## src/design/ccf_pkg.sv

```systemverilog
// ----------------------------------------------------------------------------
// ccf_pkg
// Shared types, constants and packet helpers for the CAN command framer.
// ----------------------------------------------------------------------------
package ccf_pkg;

	// Table geometry
	localparam int TABLE_ENTRIES = 16;
	localparam int MAX_OUT       = 16;
	localparam int IDX_W         = (TABLE_ENTRIES > 1) ? $clog2(TABLE_ENTRIES) : 1;
	localparam int CNT_W         = $clog2(MAX_OUT + 1);
	localparam int ID_W          = 29;
	localparam int PAY_W         = 64;

	// Packet constants
	localparam logic [7:0] HDR_SYNC0  = 8'h55;
	localparam logic [7:0] HDR_SYNC1  = 8'hAA;
	localparam logic [7:0] HDR_LEN    = 8'h1E;
	localparam logic [7:0] HDR_TYPE   = 8'h03;
	localparam logic [7:0] HDR_CMD    = 8'h01;
	localparam logic [7:0] HDR_BYTE8  = 8'h0A;
	localparam logic [7:0] HDR_BYTE18 = 8'h08;
	localparam logic [7:0] TOP_LO     = 8'hFB;
	localparam logic [7:0] TOP_HI     = 8'hFD;
	localparam logic [7:0] FILL_BYTE  = 8'hFF;

	// Request and packet payloads
	typedef struct packed {
		logic             func;
		logic [ID_W-1:0]  frame_id;
		logic [PAY_W-1:0] frame_payload;
	} ccf_req_t;

	typedef struct packed {
		logic [63:0] packet_bytes_0_7;
		logic [63:0] packet_bytes_8_15;
		logic [63:0] packet_bytes_16_23;
		logic [47:0] packet_bytes_24_29;
		logic        is_repeat;
		logic        latch_dropped;
		logic        last;
	} ccf_pkt_t;

	// Request kinds
	localparam logic FUNC_FRAME = 1'b0;
	localparam logic FUNC_TICK  = 1'b1;

	// Controller states
	typedef enum logic [2:0] {
		ST_IDLE,
		ST_FR_SCAN,
		ST_FR_DONE,
		ST_TK_SCAN,
		ST_TK_DONE,
		ST_TK_LOAD,
		ST_TK_LAST
	} ccf_state_t;

	// Controller to datapath commands
	typedef struct packed {
		logic capture;
		logic scan_start;
		logic fr_commit;
		logic tk_emit;
		logic emit_last;
		logic tk_promote;
		logic tk_load;
	} ccf_cmd_t;

	// Datapath to controller status
	typedef struct packed {
		logic scan_done;
		logic best;
		logic pend_v;
		logic pcnt_full;
		logic out_free;
	} ccf_sts_t;

	// Replace the lower seven data bytes with the fill pattern when the last byte is a special code
	function automatic logic [PAY_W-1:0] shape_payload(input logic [PAY_W-1:0] data);
		logic [7:0] top;
		top = data[63:56];
		if (top >= TOP_LO && top <= TOP_HI) begin
			return {top, {7{FILL_BYTE}}};
		end
		return data;
	endfunction

	// Assemble one 30-byte packet
	function automatic ccf_pkt_t build_packet(
		input logic [ID_W-1:0]  id,
		input logic [PAY_W-1:0] pay,
		input logic             rep,
		input logic             drop,
		input logic             fin
	);
		ccf_pkt_t p;
		p.packet_bytes_0_7   = {24'h0, HDR_CMD, HDR_TYPE, HDR_LEN, HDR_SYNC1, HDR_SYNC0};
		p.packet_bytes_8_15  = {8'h00, id[15:0], 32'h0, HDR_BYTE8};
		p.packet_bytes_16_23 = {pay[23:0], 16'h0, HDR_BYTE18, 16'h0};
		p.packet_bytes_24_29 = {8'h00, pay[63:24]};
		p.is_repeat          = rep;
		p.latch_dropped      = drop;
		p.last               = fin;
		return p;
	endfunction

endpackage

```

## src/design/ccf_dpath.sv

```systemverilog
// ----------------------------------------------------------------------------
// ccf_dpath
// Latch table memories, slot scan pipeline, pending repeat register and
// output packet register.
// ----------------------------------------------------------------------------
module ccf_dpath import ccf_pkg::*; (
	input  logic     clk,
	input  logic     arst_n,
	input  ccf_req_t req,
	input  ccf_cmd_t cmd,
	output ccf_sts_t sts,
	output logic     pkt_valid,
	input  logic     pkt_ready,
	output ccf_pkt_t pkt
);

	// Table storage
	logic [ID_W-1:0]          id_mem  [TABLE_ENTRIES];
	logic [PAY_W-1:0]         pay_mem [TABLE_ENTRIES];
	logic [TABLE_ENTRIES-1:0] valid_q;

	// Captured request
	logic [ID_W-1:0]  key_q;
	logic [PAY_W-1:0] pay_q;

	// Scan issue and evaluate stages
	logic [IDX_W-1:0] idx_q;
	logic             issue_q;
	logic             scan_s1;
	logic [IDX_W-1:0] idx_s1;
	logic [ID_W-1:0]  id_s1;
	logic             vld_s1;

	// Scan results
	logic             done_q;
	logic             hit_q;
	logic             free_q;
	logic             best_q;
	logic [IDX_W-1:0] hit_idx_q;
	logic [IDX_W-1:0] free_idx_q;
	logic [IDX_W-1:0] best_idx_q;
	logic [ID_W-1:0]  best_id_q;

	// Pending repeat packet
	logic             pend_v_q;
	logic [ID_W-1:0]  pend_id_q;
	logic [PAY_W-1:0] pend_pay_q;
	logic [PAY_W-1:0] pay_rd_q;
	logic [CNT_W-1:0] pcnt_q;

	// Output register
	logic     pkt_valid_q;
	ccf_pkt_t pkt_q;

	logic             out_free;
	logic             last_elem;
	logic             is_match;
	logic             is_free;
	logic             is_cand;
	logic             wr_en;
	logic [IDX_W-1:0] wr_idx;

	// Evaluate the slot in stage one
	always_comb begin
		out_free  = !pkt_valid_q || pkt_ready;
		last_elem = scan_s1 && (idx_s1 == IDX_W'(TABLE_ENTRIES - 1));
		is_match  = scan_s1 && vld_s1 && (id_s1 == key_q);
		is_free   = scan_s1 && !vld_s1;
		is_cand   = scan_s1 && vld_s1 && (!pend_v_q || id_s1 > pend_id_q) &&
			(!best_q || id_s1 < best_id_q);
		wr_en     = cmd.fr_commit && (hit_q || free_q);
		wr_idx    = hit_q ? hit_idx_q : free_idx_q;
	end

	// Control state
	always_ff @(posedge clk or negedge arst_n) begin
		if (!arst_n) begin
			valid_q     <= '0;
			idx_q       <= '0;
			issue_q     <= 1'b0;
			scan_s1     <= 1'b0;
			done_q      <= 1'b0;
			hit_q       <= 1'b0;
			free_q      <= 1'b0;
			best_q      <= 1'b0;
			pend_v_q    <= 1'b0;
			pcnt_q      <= '0;
			pkt_valid_q <= 1'b0;
		end else begin
			scan_s1 <= issue_q;
			if (cmd.scan_start) begin
				idx_q   <= '0;
				issue_q <= 1'b1;
				done_q  <= 1'b0;
				hit_q   <= 1'b0;
				free_q  <= 1'b0;
				best_q  <= 1'b0;
			end else begin
				if (issue_q) begin
					if (idx_q == IDX_W'(TABLE_ENTRIES - 1)) begin
						issue_q <= 1'b0;
					end else begin
						idx_q <= idx_q + IDX_W'(1);
					end
				end
				if (is_match) begin
					hit_q <= 1'b1;
				end
				if (is_free) begin
					free_q <= 1'b1;
				end
				if (is_cand) begin
					best_q <= 1'b1;
				end
				if (last_elem) begin
					done_q <= 1'b1;
				end
			end
			// Mark a newly latched slot
			if (wr_en && !hit_q) begin
				valid_q[free_idx_q] <= 1'b1;
			end
			if (cmd.capture) begin
				pend_v_q <= 1'b0;
				pcnt_q   <= '0;
			end else if (cmd.tk_promote) begin
				pend_v_q <= 1'b1;
				pcnt_q   <= pcnt_q + CNT_W'(1);
			end
			if (cmd.fr_commit || cmd.tk_emit) begin
				pkt_valid_q <= 1'b1;
			end else if (pkt_ready) begin
				pkt_valid_q <= 1'b0;
			end
		end
	end

	// Payload registers and table memories
	always_ff @(posedge clk) begin
		if (cmd.capture) begin
			key_q <= req.frame_id;
			pay_q <= shape_payload(req.frame_payload);
		end
		idx_s1 <= idx_q;
		id_s1  <= id_mem[idx_q];
		vld_s1 <= valid_q[idx_q];
		if (is_match && !hit_q) begin
			hit_idx_q <= idx_s1;
		end
		if (is_free && !free_q) begin
			free_idx_q <= idx_s1;
		end
		if (is_cand) begin
			best_idx_q <= idx_s1;
			best_id_q  <= id_s1;
		end
		if (wr_en) begin
			pay_mem[wr_idx] <= pay_q;
			if (!hit_q) begin
				id_mem[free_idx_q] <= key_q;
			end
		end
		pay_rd_q <= pay_mem[best_idx_q];
		if (cmd.tk_promote) begin
			pend_id_q <= best_id_q;
		end
		if (cmd.tk_load) begin
			pend_pay_q <= pay_rd_q;
		end
		if (cmd.fr_commit) begin
			pkt_q <= build_packet(key_q, pay_q, 1'b0, !hit_q && !free_q, 1'b1);
		end else if (cmd.tk_emit) begin
			pkt_q <= build_packet(pend_id_q, pend_pay_q, 1'b1, 1'b0, cmd.emit_last);
		end
	end

	// Report status
	always_comb begin
		sts.scan_done = done_q;
		sts.best      = best_q;
		sts.pend_v    = pend_v_q;
		sts.pcnt_full = (pcnt_q == CNT_W'(MAX_OUT));
		sts.out_free  = out_free;
	end

	assign pkt_valid = pkt_valid_q;
	assign pkt       = pkt_q;

endmodule

```

## src/design/ccf_ctrl.sv

```systemverilog
// ----------------------------------------------------------------------------
// ccf_ctrl
// Sequencer for frame latching and tick repeat: starts slot scans, commits
// table writes and hands packets to the output register.
// ----------------------------------------------------------------------------
module ccf_ctrl import ccf_pkg::*; (
	input  logic     clk,
	input  logic     arst_n,
	input  logic     req_valid,
	input  logic     req_func,
	output logic     req_ready,
	input  ccf_sts_t sts,
	output ccf_cmd_t cmd
);

	ccf_state_t state_q;
	ccf_state_t state_d;

	// State register
	always_ff @(posedge clk or negedge arst_n) begin
		if (!arst_n) begin
			state_q <= ST_IDLE;
		end else begin
			state_q <= state_d;
		end
	end

	// Next state and commands
	always_comb begin
		state_d   = state_q;
		cmd       = '0;
		req_ready = 1'b0;
		unique case (state_q)
			ST_IDLE: begin
				req_ready = 1'b1;
				if (req_valid) begin
					cmd.capture    = 1'b1;
					cmd.scan_start = 1'b1;
					state_d        = (req_func == FUNC_TICK) ? ST_TK_SCAN : ST_FR_SCAN;
				end
			end
			ST_FR_SCAN: begin
				if (sts.scan_done) begin
					state_d = ST_FR_DONE;
				end
			end
			ST_FR_DONE: begin
				// Latch and send the frame packet together
				if (sts.out_free) begin
					cmd.fr_commit = 1'b1;
					state_d       = ST_IDLE;
				end
			end
			ST_TK_SCAN: begin
				if (sts.scan_done) begin
					state_d = ST_TK_DONE;
				end
			end
			ST_TK_DONE: begin
				if (sts.best) begin
					// Another slot follows: release the pending one, advance
					if (!sts.pend_v) begin
						cmd.tk_promote = 1'b1;
						state_d        = ST_TK_LOAD;
					end else if (sts.out_free) begin
						cmd.tk_emit    = 1'b1;
						cmd.tk_promote = 1'b1;
						state_d        = ST_TK_LOAD;
					end
				end else if (!sts.pend_v) begin
					state_d = ST_IDLE;
				end else if (sts.out_free) begin
					cmd.tk_emit   = 1'b1;
					cmd.emit_last = 1'b1;
					state_d       = ST_IDLE;
				end
			end
			ST_TK_LOAD: begin
				cmd.tk_load = 1'b1;
				if (sts.pcnt_full) begin
					state_d = ST_TK_LAST;
				end else begin
					cmd.scan_start = 1'b1;
					state_d        = ST_TK_SCAN;
				end
			end
			ST_TK_LAST: begin
				if (sts.out_free) begin
					cmd.tk_emit   = 1'b1;
					cmd.emit_last = 1'b1;
					state_d       = ST_IDLE;
				end
			end
			default: begin
				state_d = ST_IDLE;
			end
		endcase
	end

endmodule

```

## src/design/can_command_framer_with_latch_repeat.sv

```systemverilog
// ----------------------------------------------------------------------------
// can_command_framer_with_latch_repeat
// Builds 30-byte serial packets from CAN frames, latches them per identifier
// and re-emits every latched packet in ascending identifier order on a tick.
// ----------------------------------------------------------------------------
// A frame request (func = 0) produces one packet, marked last, after a scan of
// all TABLE_ENTRIES slots, once the output register is free. A tick request
// (func = 1) finds each next packet by a full slot scan that looks for the
// smallest identifier above the previous one, and an empty table gives no
// packet after one scan. At most MAX_OUT packets follow one tick. The table
// memory is scanned one slot per cycle through a single read port. A new
// request is taken only when the previous one is finished, while its final
// packet may still wait in the output register. The table comes out of reset
// empty; no clearing pass runs.
// ----------------------------------------------------------------------------
module can_command_framer_with_latch_repeat import ccf_pkg::*; (
	input  logic     clk,
	input  logic     arst_n,
	input  logic     req_valid,
	output logic     req_ready,
	input  ccf_req_t req,
	output logic     pkt_valid,
	input  logic     pkt_ready,
	output ccf_pkt_t pkt
);

	ccf_cmd_t cmd;
	ccf_sts_t sts;

	// Sequencer
	ccf_ctrl u_ctrl (
		.clk       (clk),
		.arst_n    (arst_n),
		.req_valid (req_valid),
		.req_func  (req.func),
		.req_ready (req_ready),
		.sts       (sts),
		.cmd       (cmd)
	);

	// Table and packet datapath
	ccf_dpath u_dpath (
		.clk       (clk),
		.arst_n    (arst_n),
		.req       (req),
		.cmd       (cmd),
		.sts       (sts),
		.pkt_valid (pkt_valid),
		.pkt_ready (pkt_ready),
		.pkt       (pkt)
	);

	// A frame packet is always the only and final packet of its request
	assert property (@(posedge clk) disable iff (!arst_n)
		pkt_valid && !pkt.is_repeat |-> pkt.last)
		else $error("frame packet without last");

	// Repeat packets never report a dropped latch
	assert property (@(posedge clk) disable iff (!arst_n)
		pkt_valid && pkt.is_repeat |-> !pkt.latch_dropped)
		else $error("repeat packet flagged as dropped");

	// An accepted request blocks the next one in the following cycle
	assert property (@(posedge clk) disable iff (!arst_n)
		req_valid && req_ready |=> !req_ready)
		else $error("request accepted while busy");

	// A packet is loaded only into a free output register
	assert property (@(posedge clk) disable iff (!arst_n)
		(cmd.fr_commit || cmd.tk_emit) |-> (!pkt_valid || pkt_ready))
		else $error("output register overwritten");

endmodule
```

## config.mk

```make
export PLATFORM = sky130hd
export DESIGN_NAME = can_command_framer_with_latch_repeat
export DESIGN_NICKNAME = d
export VERILOG_FILES = /design/src/design/ccf_pkg.sv /design/src/design/ccf_dpath.sv /design/src/design/ccf_ctrl.sv /design/src/design/can_command_framer_with_latch_repeat.sv
export SDC_FILE = /design/constraint.sdc
export NUM_CORES = 2
export LEC_CHECK = 0
export BUFFER_PORTS_ARGS = -buffer_cell sky130_fd_sc_hd__buf_2
export CORE_MARGIN = 3
export CORE_UTILIZATION = 45
export CTS_CLUSTER_DIAMETER = 150
export DETAILED_ROUTE_END_ITERATION = 7
export PLACE_DENSITY_LB_ADDON = 0.25
export SYNTH_ARGS = -nofsm -noshare
export SYNTH_HDL_FRONTEND = slang
export SYNTH_SLANG_ARGS = --single-unit
```

## constraint.sdc

```tcl
create_clock -name clk -period 9.8 [get_ports clk]
set_input_delay 0.98 -clock clk [delete_from_list [all_inputs] [get_ports clk]]
set_output_delay 0.98 -clock clk [all_outputs]
set_load 0.05 [all_outputs]
```

==> flow_metrics.tcl <==
set metrics [dict create \
    htreeDepth 4 \
    postRouteAntennaNets 0 \
    setup_tns_ns 0 \
    numClockSinks 1932 \
    total_power_uw 22300 \
    yosys_warnings 0 \
    place_congestion 0.761 \
    dieWidth_um 410 \
    yosysUniqueCellTypes 56 \
    fillerInstances 12600 \
    drv_cap 0 \
    ys_seq_area_share_pct 77.5 \
    cts_root_buffer "clkbuf_16" \
    num_io_pins 343 \
    finalSetupViolCount 0 \
    antenna_found_initial 6 \
    coreArea_um2 161000 \
    asyncSetResetFlopFracSynth_pct 1.86 \
    start_util_pct 45.5 \
    synth_flop_cell "edfxtp_1" \
    min_period_ns 4.19 \
    cts-resized-gates 0 \
    skew_ns 0.0596 \
    synthTopCellsByCount "1796 x edfxtp_1, 442 x mux4_2, 167 x buf_4" \
    cp-start-kind "flop" \
    required_ns 10.24 \
    synthDominantCellAreaShare_pct 73.6 \
    die_area_um2 168000 \
    grt_usage_pct 19.0 \
    slew_headroom_pct 19.4 \
    max_slew.worst_pin.slew_ns 1.21 \
    netlist_area_um2 73300 \
    drc 0 \
    wl_um 159000 \
    hp-class "input pin to asynchronous set/reset pin" \
    grt_start_max_net_pins 147 \
    die-height_um 410 \
    run_status "complete, no violations" \
    synth_seq_cells 1932 \
    ctsHoldBuffers 0 \
    clk_pin_slew_ns 0.06 \
    cts_buffer_depth 3 \
    drive_gt1_share_pct 27.1 \
    first_global_vias 33300 \
    num_vias 32500 \
    crit_fanout 53 \
    yosysMostFrequentCell "edfxtp_1" \
    wl_per_cell_um 27.0 \
    syn_inst 3261 \
    port_buffers 182 \
    rows 147 \
    grt-ovfl-total 0 \
    pwr_density_cell_nw_per_um2 271 \
    leakage_uw 0.0271 \
    vias_per_cell 5.53 \
    grt_pass1_wl_um 233000 \
    area_delta_synth_final_pct 12.5 \
    nets 3707 \
    ir_worst_vdd_mv 0.236 \
    insertion_delay_ns 0.83 \
    yosys.area.top_type "edfxtp_1" \
    rsz0062_at_grt "false" \
    synth_area_leaders "edfxtp_1 74%, mux4_2 14%, dfxtp_1 2.7%" \
    finalMaxSlewViolations 0 \
    critPathCaptureType "flop" \
    post_cts_buffers 0 \
    avgSynthCellArea_um2 22.5 \
    dr.pass1.iters 5 \
    post-dp-hpwl_um 90100 \
    finalCritPeriodShare_pct 42.8 \
    synth_edf_count 1796 \
    cts_made_buffers 190 \
    critPathKind "flop to flop" \
    drt_iter0_markers 3147 \
    fmax_mhz 239 \
    critical_path_arrival_ns 4.63 \
    r2r_cells 6 \
    cts_tree "yes" \
    finalHoldViolCount 0 \
]
## report_power, final
group	internal, uW	switching [uW]
logic	1810	2350
clock network	4150	3100
registers	10100	826
## per-layer routing
layer / track usage [%] / wire, um
met2: 30.4 / 77600
met1: 27.0 / 67800
met3: 3.73 / 9890
met4: 4.97 / 3440
met5: 0 / 0
## worst max-delay path, stage by stage (launching register included)
cell and delay (ns):
dfrtp_1 0.37, nor2b_1 0.28, nor3_4 0.26, buf_4 0.60
buf_4 0.74, or2_4 0.62, buf_4 0.83
## through the flow
stage | setup WS, ns | hold slack (ns) | instance area [um2] | util [%] | cells
6_report | 5.61 | 0.298 | 82500 | 51.2 | 5878
5_1_grt | 5.35 | 0.283 | 82500 | 51.2 | 5876
4_1_cts | 5.47 | 0.251 | 82500 | 51.2 | 5876
3_5_place_dp | 4.89 | 0.389 | 76200 | 47.3 | 5517
3_3_place_gp | 4.95 | 0.384 | 76200 | 47.3 | 5517
2_1_floorplan | 4.04 | 0.342 | 73900 | - | 3419
## cell usage in the layout (no fill, tap or decap), types with 7 or more instances in the layout
cell          n
edfxtp_1   1796
mux4_2      442
clkbuf_16   190
buf_2       182
conb_1      160
dfxtp_1     100
a22o_1       81
inv_1        66
nand2b_1     64
clkbuf_1     64
ha_1         60
buf_4        53
clkinv_2     38
nor2_4       32
dfrtp_1      32
nand2_1      31
a21oi_1      29
mux4_1       28
nor2_1       26
xor2_1       25
clkbuf_8     21
nand4_1      20
nand3_1      19
o21ai_0      18
bufinv_16    14
o21bai_1     13
clkinv_1     12
xnor2_1      10
clkinv_16     7
## registers in the layout, summed over array words and instances, names as in the netlist, 5 cells and up
signal and cells:
u_dpath.id_mem 464, u_dpath.pend_pay_q 64, u_dpath.pkt 83, u_dpath.pay_rd_q 64, u_dpath.id_s1 29, u_dpath.best_id_q 29, u_dpath.pend_id_q 29, u_dpath.valid_q 16
u_dpath.key_q 29, u_dpath.pcnt_q 5, u_dpath.pay_q 64, u_dpath.pay_mem 1024
## worst paths after layout
kind	to	start	slack (ns)
hold reg to reg	u_dpath.pend_pay_q[24]$_DFFE_PP_	u_dpath.pay_rd_q[24]$_DFF_P_	0.39
max in group asynchronous	u_dpath.idx_q[1]$_DFFE_PN0P_	arst_n	8.80
min in group clk	u_dpath.key_q[2]$_DFFE_PP_	req[66]	0.32
hold / removal	u_ctrl.state_q[0]$_DFFE_PN0P_	arst_n	0.30
setup / recovery	u_dpath.pkt[103]$_DFFE_PP_	u_dpath.pkt_valid$_DFFE_PN0P_	5.61
setup reg to reg	u_dpath.pkt[103]$_DFFE_PP_	u_dpath.pkt_valid$_DFFE_PN0P_	5.61
## layout make-up
type	instances	area, um2	area share [%]
Multi-Input combinational cell	1119	15000	18.2
Timing Repair Buffer	238	1370	1.66
Inverter	68	263	0.318
Clock inverter	84	1010	1.23
Clock buffer	275	5280	6.40
Tap cell	2160	2700	3.27
Sequential cell	1932	56800	68.9
Antenna cell	2	5.00	0.00606
## cell families (layout without fill, tap and decap cells)
| kind of cell | Yosys count | after routing | share of synthesized area, % |
|---|---|---|---|
| DFF | 1932 | 1932 | 77.5 |
| muxes | 474 | 474 | 14.6 |
| buffers and inverters | 368 | 665 | 3.12 |
| and+or+nand+nor | 224 | 224 | 1.59 |
| AOI/OAI and AO/OA | 166 | 166 | 1.68 |
| adders and majority gates | 60 | 60 | 1.02 |
| xor gates and xnor gates | 35 | 35 | 0.418 |
| other | 2 | 162 | 0.0102 |
Note: power is estimated with default switching activity, not from simulation.
